**src/rtl/gsig_pkg.sv**
```systemverilog
// Shared constants, types and helper functions of the grid scan index generator.
// Depends on nothing; every other file of the block imports it.
package gsig_pkg;

  localparam int unsigned NUM_DIMS  = 6;
  localparam int unsigned SIZE_BITS = 10;
  localparam int unsigned IDX_W     = 60;
  localparam int unsigned CFG_W     = 60;
  localparam int unsigned MASK_W    = 6;
  localparam int unsigned CFG_IDX_W = 2;
  localparam int unsigned DIDX_W    = (NUM_DIMS > 1) ? $clog2(NUM_DIMS) : 1;
  localparam int unsigned CNT_W     = $clog2(NUM_DIMS + 1);

  typedef logic [CFG_IDX_W-1:0] cfg_idx_t;

  localparam cfg_idx_t CFG_DIM_SIZES       = 2'd0;
  localparam cfg_idx_t CFG_NOMINAL_INDICES = 2'd1;
  localparam cfg_idx_t CFG_SCAN_MASK       = 2'd2;

  typedef enum logic [1:0] {
    ST_IDLE,
    ST_STRIDE,
    ST_MAC
  } gsig_state_e;

  typedef logic [NUM_DIMS-1:0][SIZE_BITS-1:0] dim_vec_t;

  typedef struct packed {
    logic load;
    logic advance;
  } odo_ctrl_t;

  // Size of one dimension; a configured size of zero counts as one.
  function automatic logic [SIZE_BITS-1:0] size_of(logic [CFG_W-1:0] sizes, int unsigned d);
    logic [SIZE_BITS-1:0] field;
    field = sizes[d*SIZE_BITS +: SIZE_BITS];
    return (field == '0) ? SIZE_BITS'(1) : field;
  endfunction

endpackage

```
**src/rtl/gsig_odometer.sv**
```systemverilog
// Per-dimension counters of the grid scan: start-point load, odometer advance, last flag.
// Depends on gsig_pkg for widths, the control struct and size_of.
module gsig_odometer import gsig_pkg::*; (
  input  logic              clk_i,
  input  logic              rst_ni,
  input  odo_ctrl_t         ctrl_i,
  input  logic [CFG_W-1:0]  dim_sizes_i,
  input  logic [CFG_W-1:0]  nominal_i,
  input  logic [MASK_W-1:0] scan_mask_i,
  output dim_vec_t          counters_o,
  output logic              last_o
);

  dim_vec_t cnt_q, cnt_d;
  dim_vec_t top;
  dim_vec_t start;
  dim_vec_t stepped;
  logic     last;

  always_comb begin
    logic                 carry;
    logic [SIZE_BITS-1:0] nom;
    carry   = 1'b1;
    last    = 1'b1;
    for (int unsigned d = 0; d < NUM_DIMS; d++) begin
      top[d] = size_of(dim_sizes_i, d) - SIZE_BITS'(1);
      nom    = nominal_i[d*SIZE_BITS +: SIZE_BITS];
      if (scan_mask_i[d]) begin
        start[d] = '0;
      end else begin
        start[d] = (nom > top[d]) ? top[d] : nom;
      end
      if (scan_mask_i[d] && (cnt_q[d] != top[d])) begin
        last = 1'b0;
      end
    end
    // Highest dimension moves fastest; carry ripples towards dimension 0.
    stepped = cnt_q;
    for (int d = NUM_DIMS - 1; d >= 0; d--) begin
      if (scan_mask_i[d] && carry) begin
        if (cnt_q[d] < top[d]) begin
          stepped[d] = cnt_q[d] + SIZE_BITS'(1);
          carry      = 1'b0;
        end else begin
          stepped[d] = '0;
        end
      end
    end
  end

  always_comb begin
    cnt_d = cnt_q;
    if (ctrl_i.load) begin
      cnt_d = start;
    end else if (ctrl_i.advance) begin
      cnt_d = stepped;
    end
  end

  always_ff @(posedge clk_i or negedge rst_ni) begin
    if (!rst_ni) begin
      cnt_q <= '0;
    end else begin
      cnt_q <= cnt_d;
    end
  end

  assign counters_o = cnt_q;
  assign last_o     = last;

endmodule
```
**config.mk**
```make
export PLATFORM = sky130hd
export DESIGN_NAME = gsig_odometer
export DESIGN_NICKNAME = d
export VERILOG_FILES = /design/src/rtl/gsig_pkg.sv /design/src/rtl/gsig_odometer.sv
export SDC_FILE = /design/constraint.sdc
export NUM_CORES = 1
export LEC_CHECK = 0
export BUFFER_PORTS_ARGS = -buffer_cell sky130_fd_sc_hd__buf_2
export CAP_MARGIN = 10
export CORE_UTILIZATION = 55
export DETAILED_ROUTE_END_ITERATION = 10
export PLACE_DENSITY_LB_ADDON = 0.25
export SETUP_SLACK_MARGIN = 0.3
export SLEW_MARGIN = 20
export SYNTH_ARGS = -nofsm -noshare
export SYNTH_HDL_FRONTEND = slang
export SYNTH_SLANG_ARGS = --single-unit
```
**constraint.sdc**
```tcl
create_clock -name clk_i -period 5.1 [get_ports clk_i]
set_input_delay 0.765 -clock clk_i [delete_from_list [all_inputs] [get_ports clk_i]]
set_output_delay 0.765 -clock clk_i [all_outputs]
set_load 0.1 [all_outputs]
```
==> flow_summary.toml <==
[floorplan]
dieArea_mm2 = 0.0154
die_h_um = 124
die_width_um = 124
initial_utilization = 0.563
fp.coreArea_mm2 = 0.0145
rows = 44
num_io_pins = 191

[run]
max_cap_viol_count = 0

[timing]
hold_viol = 0
skew_ns = 0.00794
finalSetupViolations = 0
fmax_mhz = 211
maxSlewViolCount = 0
period_share = 0.929
grt_setup_unrepaired = "yes"
fin_worst_hold_slack_ns = 0.551
slew_headroom = 0.465
worst-slew-pin-transition_ns = 0.803
fin_crit_ns = 4.74

[worst_setup_path]
worstPathArrival_ns = 3.97
cp_max_fo = 3
endpoint_kind = "output pin"
critical_path_class = "primary input to output pin"
required_ns = 4.34
startpoint_type = "primary input"

[global_routing]
grt_pass1_vias = 7454
grt_use_total = 0.296
overflow = 0
grt_antenna_before_repair = 0
grt_pass1_wl_mm = 36.1
grt_max_degree = 61

[pwr]
intPower_w = 0.00146
p_total_w = 0.00318
p_seq_frac = 0.234
peakVddDrop_uv = 317
pwr-share-clk = 0.177
p_leak_nw = 4.95
p_switching_w = 0.00172
power_density_mw_per_mm2 = 312
netSwitchingFraction = 0.540
power_frac_comb = 0.589

[finish]
largest_reg_flops = 60
drive_gt1_frac = 0.250
area_growth_pct = 24.5
final_cell_mix = "buf_2 (187), ha_1 (126), nor2_1 (84)"
fill_cells = 1218
final_cells = 1422
nets = 1492
diodes = 0
final_common_cell = "buf_2"

[place]
gp_congestion = 0.908
io_buffer_count = 190
place_inst = 1393
dp_hpwl_mm = 18.1

[synthesis]
synth_seq_cells = 60
synth_edf_count = 0
async_reset_ff_frac = 1.00
yosys_warnings = 0
synth_cell_types = 77
synth-main-ff-cell = "dfrtp_1"
seq_area_frac_synth = 0.184
syn_avg_cell_area_um2 = 8.05
synth_cells = 1016
synth_nets = 1274
netlist_area_mm2 = 0.00818

[route]
wire_per_inst_um = 16.3
wl_mm = 23.2
drt-initial-drc-count = 615
avgViaCountPerCell = 6.13
drc = 0
ant_nets = 0
vias = 8710
firstDrtPassIters = 5

[clock_tree]
insertion_delay_ns = 0.33
cts_hold_buf = 0
clock-sinks = 60
cts_root_buf = "clkbuf_16"
h-tree-depth = 3
cts_made_buffers = 9
clockBufferDepth = 2
tritoncts = "yes"
cts.clk_slew.worst_paths_ns = 0.05

[min_path]
hold_path.class = "register to register"

[outcome]
status = "finished, final reports clean"
[final timing paths]
check,from,to,slack [ns],depth (start not counted)
max,dim_sizes_i[27],last_o,0.36,14
min,counters_o[29],counters_o[29],0.55,1
max reg2reg,counters_o[56],counters_o[0],2.13,11
min reg2reg,counters_o[29],counters_o[29],0.55,1
max in group asynchronous,rst_ni,counters_o[4],3.96,2
min in group asynchronous,rst_ni,counters_o[54],0.60,2
[kinds of logic (layout without fill, tap and decap cells)]
kind of cell / count (synthesis) / count (layout) / synth area share
buffers and inverters: 95 / 317 / 0.0454
XOR/XNOR: 33 / 33 / 0.0353
adder cells (fa/ha/maj): 129 / 129 / 0.197
flip-flops: 60 / 60 / 0.184
AND/OR/NAND/NOR: 352 / 352 / 0.223
multiplexers: 28 / 28 / 0.0367
AO/OA/AOI/OAI: 319 / 319 / 0.279
[Yosys cell counts (3+ instances only)]
cell / number / area, µm²
a22o_1: 27 / 236
a21oi_1: 57 / 285
o221ai_1: 4 / 35.0
nor3_1: 29 / 145
nor4_1: 13 / 81.3
o32ai_1: 19 / 166
nor2b_1: 9 / 56.3
o311a_1: 5 / 50.1
mux2_2: 12 / 135
nor3b_1: 4 / 30.0
nand4_1: 21 / 131
o21a_1: 11 / 82.6
a211o_1: 9 / 78.8
or3_1: 11 / 68.8
buf_2: 5 / 25.0
xnor2_1: 23 / 201
o211a_1: 4 / 40.0
o31ai_1: 17 / 128
mux2_1: 4 / 45.0
and2_1: 12 / 75.1
mux2i_1: 12 / 120
a211oi_1: 13 / 97.6
a221oi_1: 3 / 26.3
clkbuf_1: 18 / 67.6
nand2b_1: 28 / 175
and3_1: 19 / 119
nand3_1: 30 / 150
xor2_1: 10 / 87.6
a2111o_1: 3 / 33.8
a21o_1: 16 / 120
a221o_1: 4 / 40.0
o211ai_1: 6 / 45.0
o21ai_1: 8 / 40.0
o21bai_1: 4 / 30.0
a2111oi_0: 3 / 26.3
o22ai_1: 17 / 106
ha_1: 128 / 1600
dfrtp_1: 60 / 1500
nor2_1: 85 / 319
nand2_1: 69 / 259
inv_1: 69 / 259
o21ai_0: 58 / 290
a31oi_1: 10 / 62.6
or4_1: 4 / 30.0
o32a_1: 3 / 30.0
[power groups by stage]
stage	sequential, W	clock (W)	combinational, W
2_1_floorplan	0.00141	0	0.000710
3_3_place_gp	0.000743	0	0.00178
3_5_place_dp	0.000746	0	0.00181
4_1_cts	0.000739	0.000573	0.00183
5_1_grt	0.000763	0.000593	0.00201
6_report	0.000744	0.000562	0.00187
[per-layer routing]
metal	share of wire	up-vias	track usage
met3	0.056	12	0.0458
met1	0.47	4095	0.425
met4	0.0053	0	0.0432
li1	-	4321	-
met5	0	-	0
met2	0.47	282	0.477
[final cells by class]
class,instances,area (µm²),share of cell area
Clock buffer,13,260,0.0255
Tap cell,184,230,0.0226
Multi-Input combinational cell,861,6620,0.649
Sequential cell,60,1500,0.147
Timing Repair Buffer,232,1310,0.128
Inverter,70,263,0.0258
Clock inverter,2,10.0,0.000983
[worst max-delay path: stages]
cell and delay, ns:
buf_6 0.09, or4_4 0.55, or3_4 0.36, nor2_4 0.15, buf_4 0.12, buf_4 0.10, nor2_1 0.04, xnor2_1 0.35
ha_1 0.21, nand4_1 0.16, o31ai_4 0.33, nand4_1 0.22, a211oi_4 0.32, buf_12 0.21
[through the flow]
stage,cell area [µm²],worst slack (ns),utilization,TNS (ns)
2_1_floorplan,8240,0.319,-,0
5_1_grt,10200,0.221,0.701,0
4_1_cts,9910,0.302,0.682,0
3_5_place_dp,9550,-0.218,0.657,-1.50
3_3_place_gp,9540,-0.141,0.657,-0.735
6_report,10200,0.360,0.701,0
[what timing repair did]
item                                    CTS  global route
resized for setup                        12            33
pin swaps                                 9            31
endpoints found under the setup margin   14            34
buffers inserted                          2            12
gates cloned                              0             0
No activity file was read; power rests on OpenSTA's default activity.
