--- config.mk ---
export PLATFORM = sky130hd
export DESIGN_NAME = gsig_mul_unit
export DESIGN_NICKNAME = d
export VERILOG_FILES = /design/src/rtl/gsig_pkg.sv /design/src/rtl/gsig_mul_unit.sv
export SDC_FILE = /design/constraint.sdc
export NUM_CORES = 1
export LEC_CHECK = 0
export BUFFER_PORTS_ARGS = -buffer_cell sky130_fd_sc_hd__clkbuf_2
export CORE_MARGIN = 2
export CORE_UTILIZATION = 40
export DETAILED_ROUTE_END_ITERATION = 16
export GPL_TIMING_DRIVEN = 0
export PLACE_DENSITY = 0.68
export SLEW_MARGIN = 20
export SYNTH_ARGS = -nofsm -noshare
export SYNTH_HDL_FRONTEND = slang
export SYNTH_SLANG_ARGS = --single-unit
--- constraint.sdc ---
create_clock -name clk_i -period 13.15 [get_ports clk_i]
set_input_delay 0.6575 -clock clk_i [delete_from_list [all_inputs] [get_ports clk_i]]
set_output_delay 0.6575 -clock clk_i [all_outputs]
set_load 0.01 [all_outputs]
--- src/rtl/gsig_pkg.sv ---
// Shared constants, types and helper functions of the grid scan index generator.
// Depends on nothing; every other file of the block imports it.
package gsig_pkg;

  localparam int unsigned NUM_DIMS  = 6;
  localparam int unsigned SIZE_BITS = 10;
  localparam int unsigned IDX_W     = 60;
  localparam int unsigned CFG_W     = 60;
  localparam int unsigned MASK_W    = 6;
  localparam int unsigned CFG_IDX_W = 2;
  localparam int unsigned DIDX_W    = (NUM_DIMS > 1) ? $clog2(NUM_DIMS) : 1;
  localparam int unsigned CNT_W     = $clog2(NUM_DIMS + 1);

  typedef logic [CFG_IDX_W-1:0] cfg_idx_t;

  localparam cfg_idx_t CFG_DIM_SIZES       = 2'd0;
  localparam cfg_idx_t CFG_NOMINAL_INDICES = 2'd1;
  localparam cfg_idx_t CFG_SCAN_MASK       = 2'd2;

  typedef enum logic [1:0] {
    ST_IDLE,
    ST_STRIDE,
    ST_MAC
  } gsig_state_e;

  typedef logic [NUM_DIMS-1:0][SIZE_BITS-1:0] dim_vec_t;

  typedef struct packed {
    logic load;
    logic advance;
  } odo_ctrl_t;

  // Size of one dimension; a configured size of zero counts as one.
  function automatic logic [SIZE_BITS-1:0] size_of(logic [CFG_W-1:0] sizes, int unsigned d);
    logic [SIZE_BITS-1:0] field;
    field = sizes[d*SIZE_BITS +: SIZE_BITS];
    return (field == '0) ? SIZE_BITS'(1) : field;
  endfunction

endpackage

--- src/rtl/gsig_mul_unit.sv ---
// Shared multiplier of the block: a 60-bit operand times a 10-bit operand, product registered.
// Depends on gsig_pkg for the widths.
module gsig_mul_unit import gsig_pkg::*; (
  input  logic                 clk_i,
  input  logic                 en_i,
  input  logic [IDX_W-1:0]     a_i,
  input  logic [SIZE_BITS-1:0] b_i,
  output logic [IDX_W-1:0]     p_o
);

  logic [IDX_W+SIZE_BITS-1:0] prod;
  logic [IDX_W-1:0]           p_q;

  assign prod = a_i * b_i;

  // The product is kept modulo 2^60, as the linear index is.
  always_ff @(posedge clk_i) begin
    if (en_i) begin
      p_q <= prod[IDX_W-1:0];
    end
  end

  assign p_o = p_q;

endmodule

==> summary by stage, run 1 <==
Outcome
The flow ran to the end, and the final reports show no timing, DRC or antenna violations.

Floorplanning
The core footprint is ~0.045 sq mm. The starting density of the core is 40.6%. The count of boundary I/O pins is ~130. The total number of placement rows is 78. The die footprint is ~0.048 sq mm. From left edge to right edge, the die measures between 200 and 250 um.

The height of the die is roughly 220 um.

Flow run
Max-cap violations in this run came to 0.

Cells and area
The finished cells cover about 0.02 sq mm. The flip-flop count of the largest register after layout is 60. The share of final-layout standard cells stronger than drive strength 1 is 5.79%. The number of filler cells placed in the layout is between 4000 and 5000. The number of nets in the layout is 2654. Leaving out filler cells and counting taps, the final layout contains roughly 2700.

The most common library cell in the layout ignoring fill and taps is sky130_fd_sc_hd__fa_1. The area overhead of the layout relative to synthesis is 8.24%. In the layout the commonest cells are sky130_fd_sc_hd__fa_1 (422), sky130_fd_sc_hd__inv_1 (381), sky130_fd_sc_hd__and2_1 (306), sky130_fd_sc_hd__nand2_1 (286), sky130_fd_sc_hd__clkbuf_1 (96).

Clock network
TritonCTS built the clock tree. Gates resized during post-CTS repair numbered 0. The post-CTS clock slew at the launch and capture registers of the worst setup and hold paths is around 0.07 ns.

CTS saw 60 sinks. The clock passes through at most 2 buffers. Buffers inserted to repair hold after CTS numbered 0. The number of setup buffers added after CTS is 0. The clock root buffer master is sky130_fd_sc_hd__clkbuf_16. The number of clock buffers inserted by TritonCTS is 9. The number of H-tree levels is 3.

Synthesis
Summing every instance area after synthesis gives 0.0184 sq mm. Counting flops with an async set or reset pin after synthesis yields a share of 0%. The post-synthesis area per instance is approximately 9 sq um. The post-synthesis sequential area ratio is about a tenth. The total of flip-flops plus latches after synthesis is 60. The number of enable flip-flop cells after synthesis is 60. The most used flip-flop cell after synthesis is sky130_fd_sc_hd__edfxtp_1. The number of different library cells in the post-synthesis netlist is 63. For this run, the number of Yosys warnings is 0. The number of nets in the synthesized netlist is around 2600. The number of cells produced by synthesis is around 2000.

Place
The number of placed instances, taps included, is approximately 2700. The final weighted congestion in routability-driven placement is roughly 0.94. The count of input and output buffers is roughly 80. The area of placed instances is just under 0.02 sq mm. The wire-length estimate of the detail-placed layout is ~44000 um.

GRT
The initial antenna violation count is 6. The number of global-route vias before repair is ~15000. The first global-routing pass estimated about 84000 um of wire. Entering global routing, the biggest net connects 36 pins. Global routing used approximately a quarter of the available tracks across all layers. Summed over all layers, the global routing overflow is 0.

STA
The relative slew slack is between 20% and 30%. The count of final hold-check violations is 0. Setup violations remaining at the end of the flow were counted as 0. Counting I/O delays and the setup requirement, the final critical path takes around 8.3 ns. The setup TNS after final layout is 0 ns. Setup repair after global routing left no endpoint under its margin. In the finished design, the share of the clock period the worst path needs comes to roughly 63%. The final-report max-slew violation count is 0. The pin slew with the least headroom to its limit is around 1.2 ns.

The highest clock frequency the design can meet is 120 MHz.

Worst setup path
The worst setup path is launched from a primary input. The worst setup path is captured at a flip-flop. Walking the worst path, the cells encountered are clkbuf_1 -> clkbuf_1 -> buf_1 -> nand2_1 -> fa_1 -> inv_1 -> fa_1 -> fa_1 -> fa_1 -> inv_1 -> fa_1 -> inv_1 -> ha_1 -> clkbuf_1 -> nand4_1 -> nor3_1 -> a221o_1 -> a21oi_1 -> o21ai_0 -> a221oi_1 -> o31ai_1 -> a21oi_1 -> xnor2_1. For the worst setup path, the data arrival time is approximately 8.5 ns. The count of buffering cells on the critical path with inverters included is 7. The required time at the endpoint of the critical path is ~13 ns. Along the worst path, the maximum fanout reaches 10.

In this design, the stage delay of the slowest critical-path cell is 0.88 ns. The critical setup path kind is primary input to flip-flop. The category of cells accounting for the largest share of critical-path delay is adder cells. The critical path's slowest cell is sky130_fd_sc_hd__clkbuf_1. The library cell appearing most often on the critical path is sky130_fd_sc_hd__fa_1.

Drt
The number of iterations in the first detailed-routing pass is 7. The final routed wirelength across all metal layers is ~53000 um. The routed layout has between 10000 and 15000 vias. The count of routing violations after the opening detailed-route iteration is a little under 900.

The average detailed-routed wire length per instance is approximately 20 um. After detailed routing, the number of vias per cell comes to roughly 5.2. In the routed design, unresolved DRC markers number 0. The detail route stage leaves a number of antenna-violating nets equal to 0.

Min path
The min-delay analysis places its worst path in the category primary input to flip-flop.
final cells by class:
cell class | instances | area, sq um | area share (%)
multi-input cells | 1428 | 14700 | 73.8
flip-flops and latches | 60 | 1800 | 9.04
inverters | 381 | 1430 | 7.18
well taps | 600 | 751 | 3.77
plain buffers | 124 | 470 | 2.36
repair buffers | 82 | 428 | 2.15
clock buffers | 9 | 225 | 1.13
clock inverters | 7 | 100 | 0.502
diodes | 5 | 12.5 | 0.0628
per-layer routing:
layer	track usage (%)	part of all wire, %
met3	5.33	7.8
met4	10.2	4.1
met2	38.1	47
met1	29.9	41
met5	0	0.056
cell usage after synthesis (4+ instances only):
master	count	area (sq um)
sky130_fd_sc_hd__fa_1	422	8450
sky130_fd_sc_hd__inv_1	381	1430
sky130_fd_sc_hd__and2_1	306	1910
sky130_fd_sc_hd__nand2_1	286	1070
sky130_fd_sc_hd__clkbuf_1	96	360
sky130_fd_sc_hd__ha_1	74	926
sky130_fd_sc_hd__a21oi_1	63	315
sky130_fd_sc_hd__edfxtp_1	60	1800
sky130_fd_sc_hd__xnor2_1	49	429
sky130_fd_sc_hd__o21ai_0	27	135
sky130_fd_sc_hd__nor2_1	26	97.6
sky130_fd_sc_hd__buf_1	24	90.1
sky130_fd_sc_hd__xor2_1	22	193
sky130_fd_sc_hd__a21o_1	21	158
sky130_fd_sc_hd__nand3_1	14	70.1
sky130_fd_sc_hd__nand4_1	14	87.6
sky130_fd_sc_hd__nor3_1	8	40.0
sky130_fd_sc_hd__o211ai_1	8	60.1
sky130_fd_sc_hd__o21bai_1	8	60.1
sky130_fd_sc_hd__a31oi_1	7	43.8
sky130_fd_sc_hd__o21a_1	7	52.6
sky130_fd_sc_hd__nor2b_1	5	31.3
sky130_fd_sc_hd__buf_2	4	20.0
worst paths after layout:
kind / startpoint / end / depth (start not counted)
max: b_i[1] / p_o[59] / 23
min: a_i[0] / p_o[0] / 2
per-stage QoR:
step	hold slack [ns]	util, %	worst slack (ns)
after floorplan	0.770	-	6.67
after global placement	1.08	43.1	4.89
after detailed placement	1.07	43.2	4.72
after CTS	0.733	43.9	5.13
after global routing	0.787	43.9	4.55
final	0.755	43.9	4.83
cell families (layout without fill, tap and decap cells):
group                    count (synthesis)  after routing  synth area share, %
AND/OR/NAND/NOR                        683            683                 19.1
buffers and inverters                  505            603                 10.3
adder cells (fa/ha/maj)                496            496                 50.9
AO/OA/AOI/OAI                          178            178                 6.52
XOR/XNOR                                71             71                 3.38
flip-flops                              60             60                 9.79
other                                    0              5                    0
Power of run 1 is left out: the tool's default activity adds up to more than one toggle a clock period on the data nets, which glitch-free logic cannot reach.
==> run 2: changes to the inputs <==
--- a/config.mk
+++ b/config.mk
@@ -10,7 +10,7 @@
 export CORE_UTILIZATION = 40
 export DETAILED_ROUTE_END_ITERATION = 16
 export GPL_TIMING_DRIVEN = 0
-export PLACE_DENSITY = 0.68
+export PLACE_DENSITY = 0.7
 export SLEW_MARGIN = 20
 export SYNTH_ARGS = -nofsm -noshare
 export SYNTH_HDL_FRONTEND = slang
==> constraint.sdc (replaced) <==
create_clock -name clk_i -period 7.1 [get_ports clk_i]
set_input_delay 0.355 -clock clk_i [delete_from_list [all_inputs] [get_ports clk_i]]
set_output_delay 0.355 -clock clk_i [all_outputs]
set_load 0.01 [all_outputs]
==> run 2 against run 1 <==
Effect of this change:
- sequential share of layout area is essentially flat
- non-clock buffer count is 1 lower
- critical path depth unchanged
- sequential cell count unchanged
- global-route usage shrank 0.35 points
- core utilization barely moved
- routed wire length decreased by 0.73%
- via count is essentially flat
- final area about the same
- critical path type unchanged
- largest cell class unchanged
- highest routed layer unchanged
==> summary by stage, run 2 (same netlist as run 1, synthesis figures left out) <==
Outcome
The flow ran to the end, and the final reports show no timing, DRC or antenna violations.

GRT
Entering global routing, the biggest net connects 36 pins. The final global-route overflow total is 0. The number of global-route vias before repair is about 15000.

The global routing usage summed across all routing layers is 23.1%. The first global-routing pass estimated just over 80000 um of wire. The initial antenna violation count is 5.

Cells and area
The register with the most flip-flops in the layout has 60 of them. The number of filler cells placed in the layout is about 4400. The area growth from synthesis to layout is 8.24%.

The most common library cell in the layout ignoring fill and taps is sky130_fd_sc_hd__fa_1. The number of nets in the layout is approximately 2700. Leaving out fill and tap cells, the most frequent cells in the layout are sky130_fd_sc_hd__fa_1 (422), sky130_fd_sc_hd__inv_1 (381), sky130_fd_sc_hd__and2_1 (306), sky130_fd_sc_hd__nand2_1 (286), sky130_fd_sc_hd__clkbuf_2 (97). Of the cells placed in the final design, the portion with a size suffix greater than 1 is under 10%.

Floorplanning
In this run the core area contains between 70 and 80 standard-cell rows. The count of boundary I/O pins is around 130. The height of the die is around 220 um.

The die footprint is about 0.048 sq mm. After floorplanning, the core was sized to cover 0.0454 sq mm. The initial utilization of the core area, before any placement, comes to between 40% and 50%. The horizontal extent of the die is approximately 220 um.

STA
The count of final hold-check violations is 0. The final-report max-slew violation count is 0. Once routing completed, OpenROAD measured the worst setup slack at around 0.24 ns. Setup repair after global routing left no endpoint under its margin.

The number of endpoints failing setup at the final stage is 0. The pin slew with the least headroom to its limit is about 0.84 ns. Headroom to the max-slew limit came out at about 44%.

The portion of the clock cycle consumed by the worst path in the final layout is a little over nine tenths. The routed design could run at a clock period as short as roughly 7 ns. The highest clock frequency the design can meet is between 100 and 150 MHz.

Clock network
Clock-pin slew was measured on the worst setup and hold paths at 0.07 ns. The clock sink count is 60. Hold repair after CTS inserted 0 buffers.

The number of clock buffers added by TritonCTS is 9. In this run the deepest clock path goes through 2 buffers. The H-tree was split into 3 levels. The root buffer cell chosen for the clock tree is sky130_fd_sc_hd__clkbuf_16. The CTS tree is done.

The buffer count from post-CTS setup fixing is 0. Post-CTS repair changed the size of 7 cells.

Drt
The count of routing violations after the opening detailed-route iteration is around 1300. Dividing the detail-routed wire length by the instance count gives ~20 um. The detailed-routed wire length on met2 is 25500 um. The number of remaining DRC errors is 0.

Detailed routing placed a total of ~4400 um of wire on met3. The detailed router placed ~14000 vias in this run. The final routed wirelength across all metal layers is about 53000 um. The detailed router used layers up to and including met5. The detailed-route vias per instance is 5.22. The pre-antenna-repair detailed-routing pass consisted of 5 iterations. In the final routing, the length of wire on met1 measures about 21000 um. The count of nets left with antenna violations once routing finished came out at 0.

Place
Routability-driven placement finished with a final weighted congestion of 1.00. The placement-stage worst setup slack is -0.802 ns. During placement, the flow inserted port buffers numbering 81.

Summed over all nets, the half-perimeter wirelength after detailed placement is around 44000 um.

Worst setup path
At the worst endpoint, the required time is about 7.2 ns. The critical path goes through clkbuf_2 -> buf_2 -> buf_1 -> nand2_1 -> fa_1 -> inv_1 -> fa_1 -> fa_1 -> fa_1 -> inv_1 -> fa_1 -> inv_1 -> ha_1 -> clkbuf_1 -> nand4_1 -> nor3_2 -> a221o_1 -> a21oi_1 -> o21ai_0 -> a221oi_1 -> o31ai_1 -> a21oi_1 -> xnor2_1. The critical path's slowest cell is sky130_fd_sc_hd__fa_1. On the worst path, the slowest cell contributes a delay of ~0.54 ns.

The sort of element at the start of the critical path is a primary input. The library cell appearing most often on the critical path is sky130_fd_sc_hd__fa_1. STA classifies the critical path endpoint as a flip-flop. Along the worst path, the maximum fanout reaches 10.

The arrival time at the worst endpoint is about 7.0 ns. The critical setup path kind is primary input to flip-flop.

Min path
The min-delay analysis places its worst path in the category primary input to flip-flop.

Flow run
The max-capacitance violation count is 0.
run 2: stage by stage:
step | utilization (%) | cell area (sq um) | hold slack, ns | TNS, ns | cells
final | 43.9 | 19900 | 0.464 | 0 | 2694
after global routing | 43.9 | 19900 | 0.489 | 0 | 2691
after CTS | 43.8 | 19900 | 0.447 | 0 | 2691
after detailed placement | 43.2 | 19600 | 0.772 | -12.97 | 2675
after global placement | 43.1 | 19600 | 0.773 | -10.92 | 2674
after floorplan | - | 18400 | 0.467 | 0 | 1993
run 2: final timing paths:
kind	startpoint	end	slack (ns)	depth (start not counted)
setup / recovery	b_i[2]	p_o[59]	0.24	23
hold / removal	a_i[0]	p_o[0]	0.46	2
run 2: critical path: cells and delay by family:
kind                     cells  cell delay, ns
XOR/XNOR                     1            0.14
adder cells (fa/ha/maj)      6            2.73
buffers and inverters        7            1.49
AO/OA/AOI/OAI                6            1.34
AND/OR/NAND/NOR              3            0.93
run 2: cell type report:
cell class	instances	area (sq um)	share of cell area, %
inverters	381	1430	7.18
well taps	600	751	3.77
clock inverters	6	55.1	0.276
plain buffers	123	498	2.50
diodes	4	10.0	0.0502
multi-input cells	1428	14700	73.9
flip-flops and latches	60	1800	9.04
repair buffers	82	428	2.15
clock buffers	10	229	1.15
run 2: per-layer routing:
layer  global-route usage, %  vias up
li1                        -     6139
met3                    5.26       92
met4                    8.62        4
met2                    38.4      568
met1                    29.3     7263
met5                       0        -
Power of run 2 is left out for the same reason.
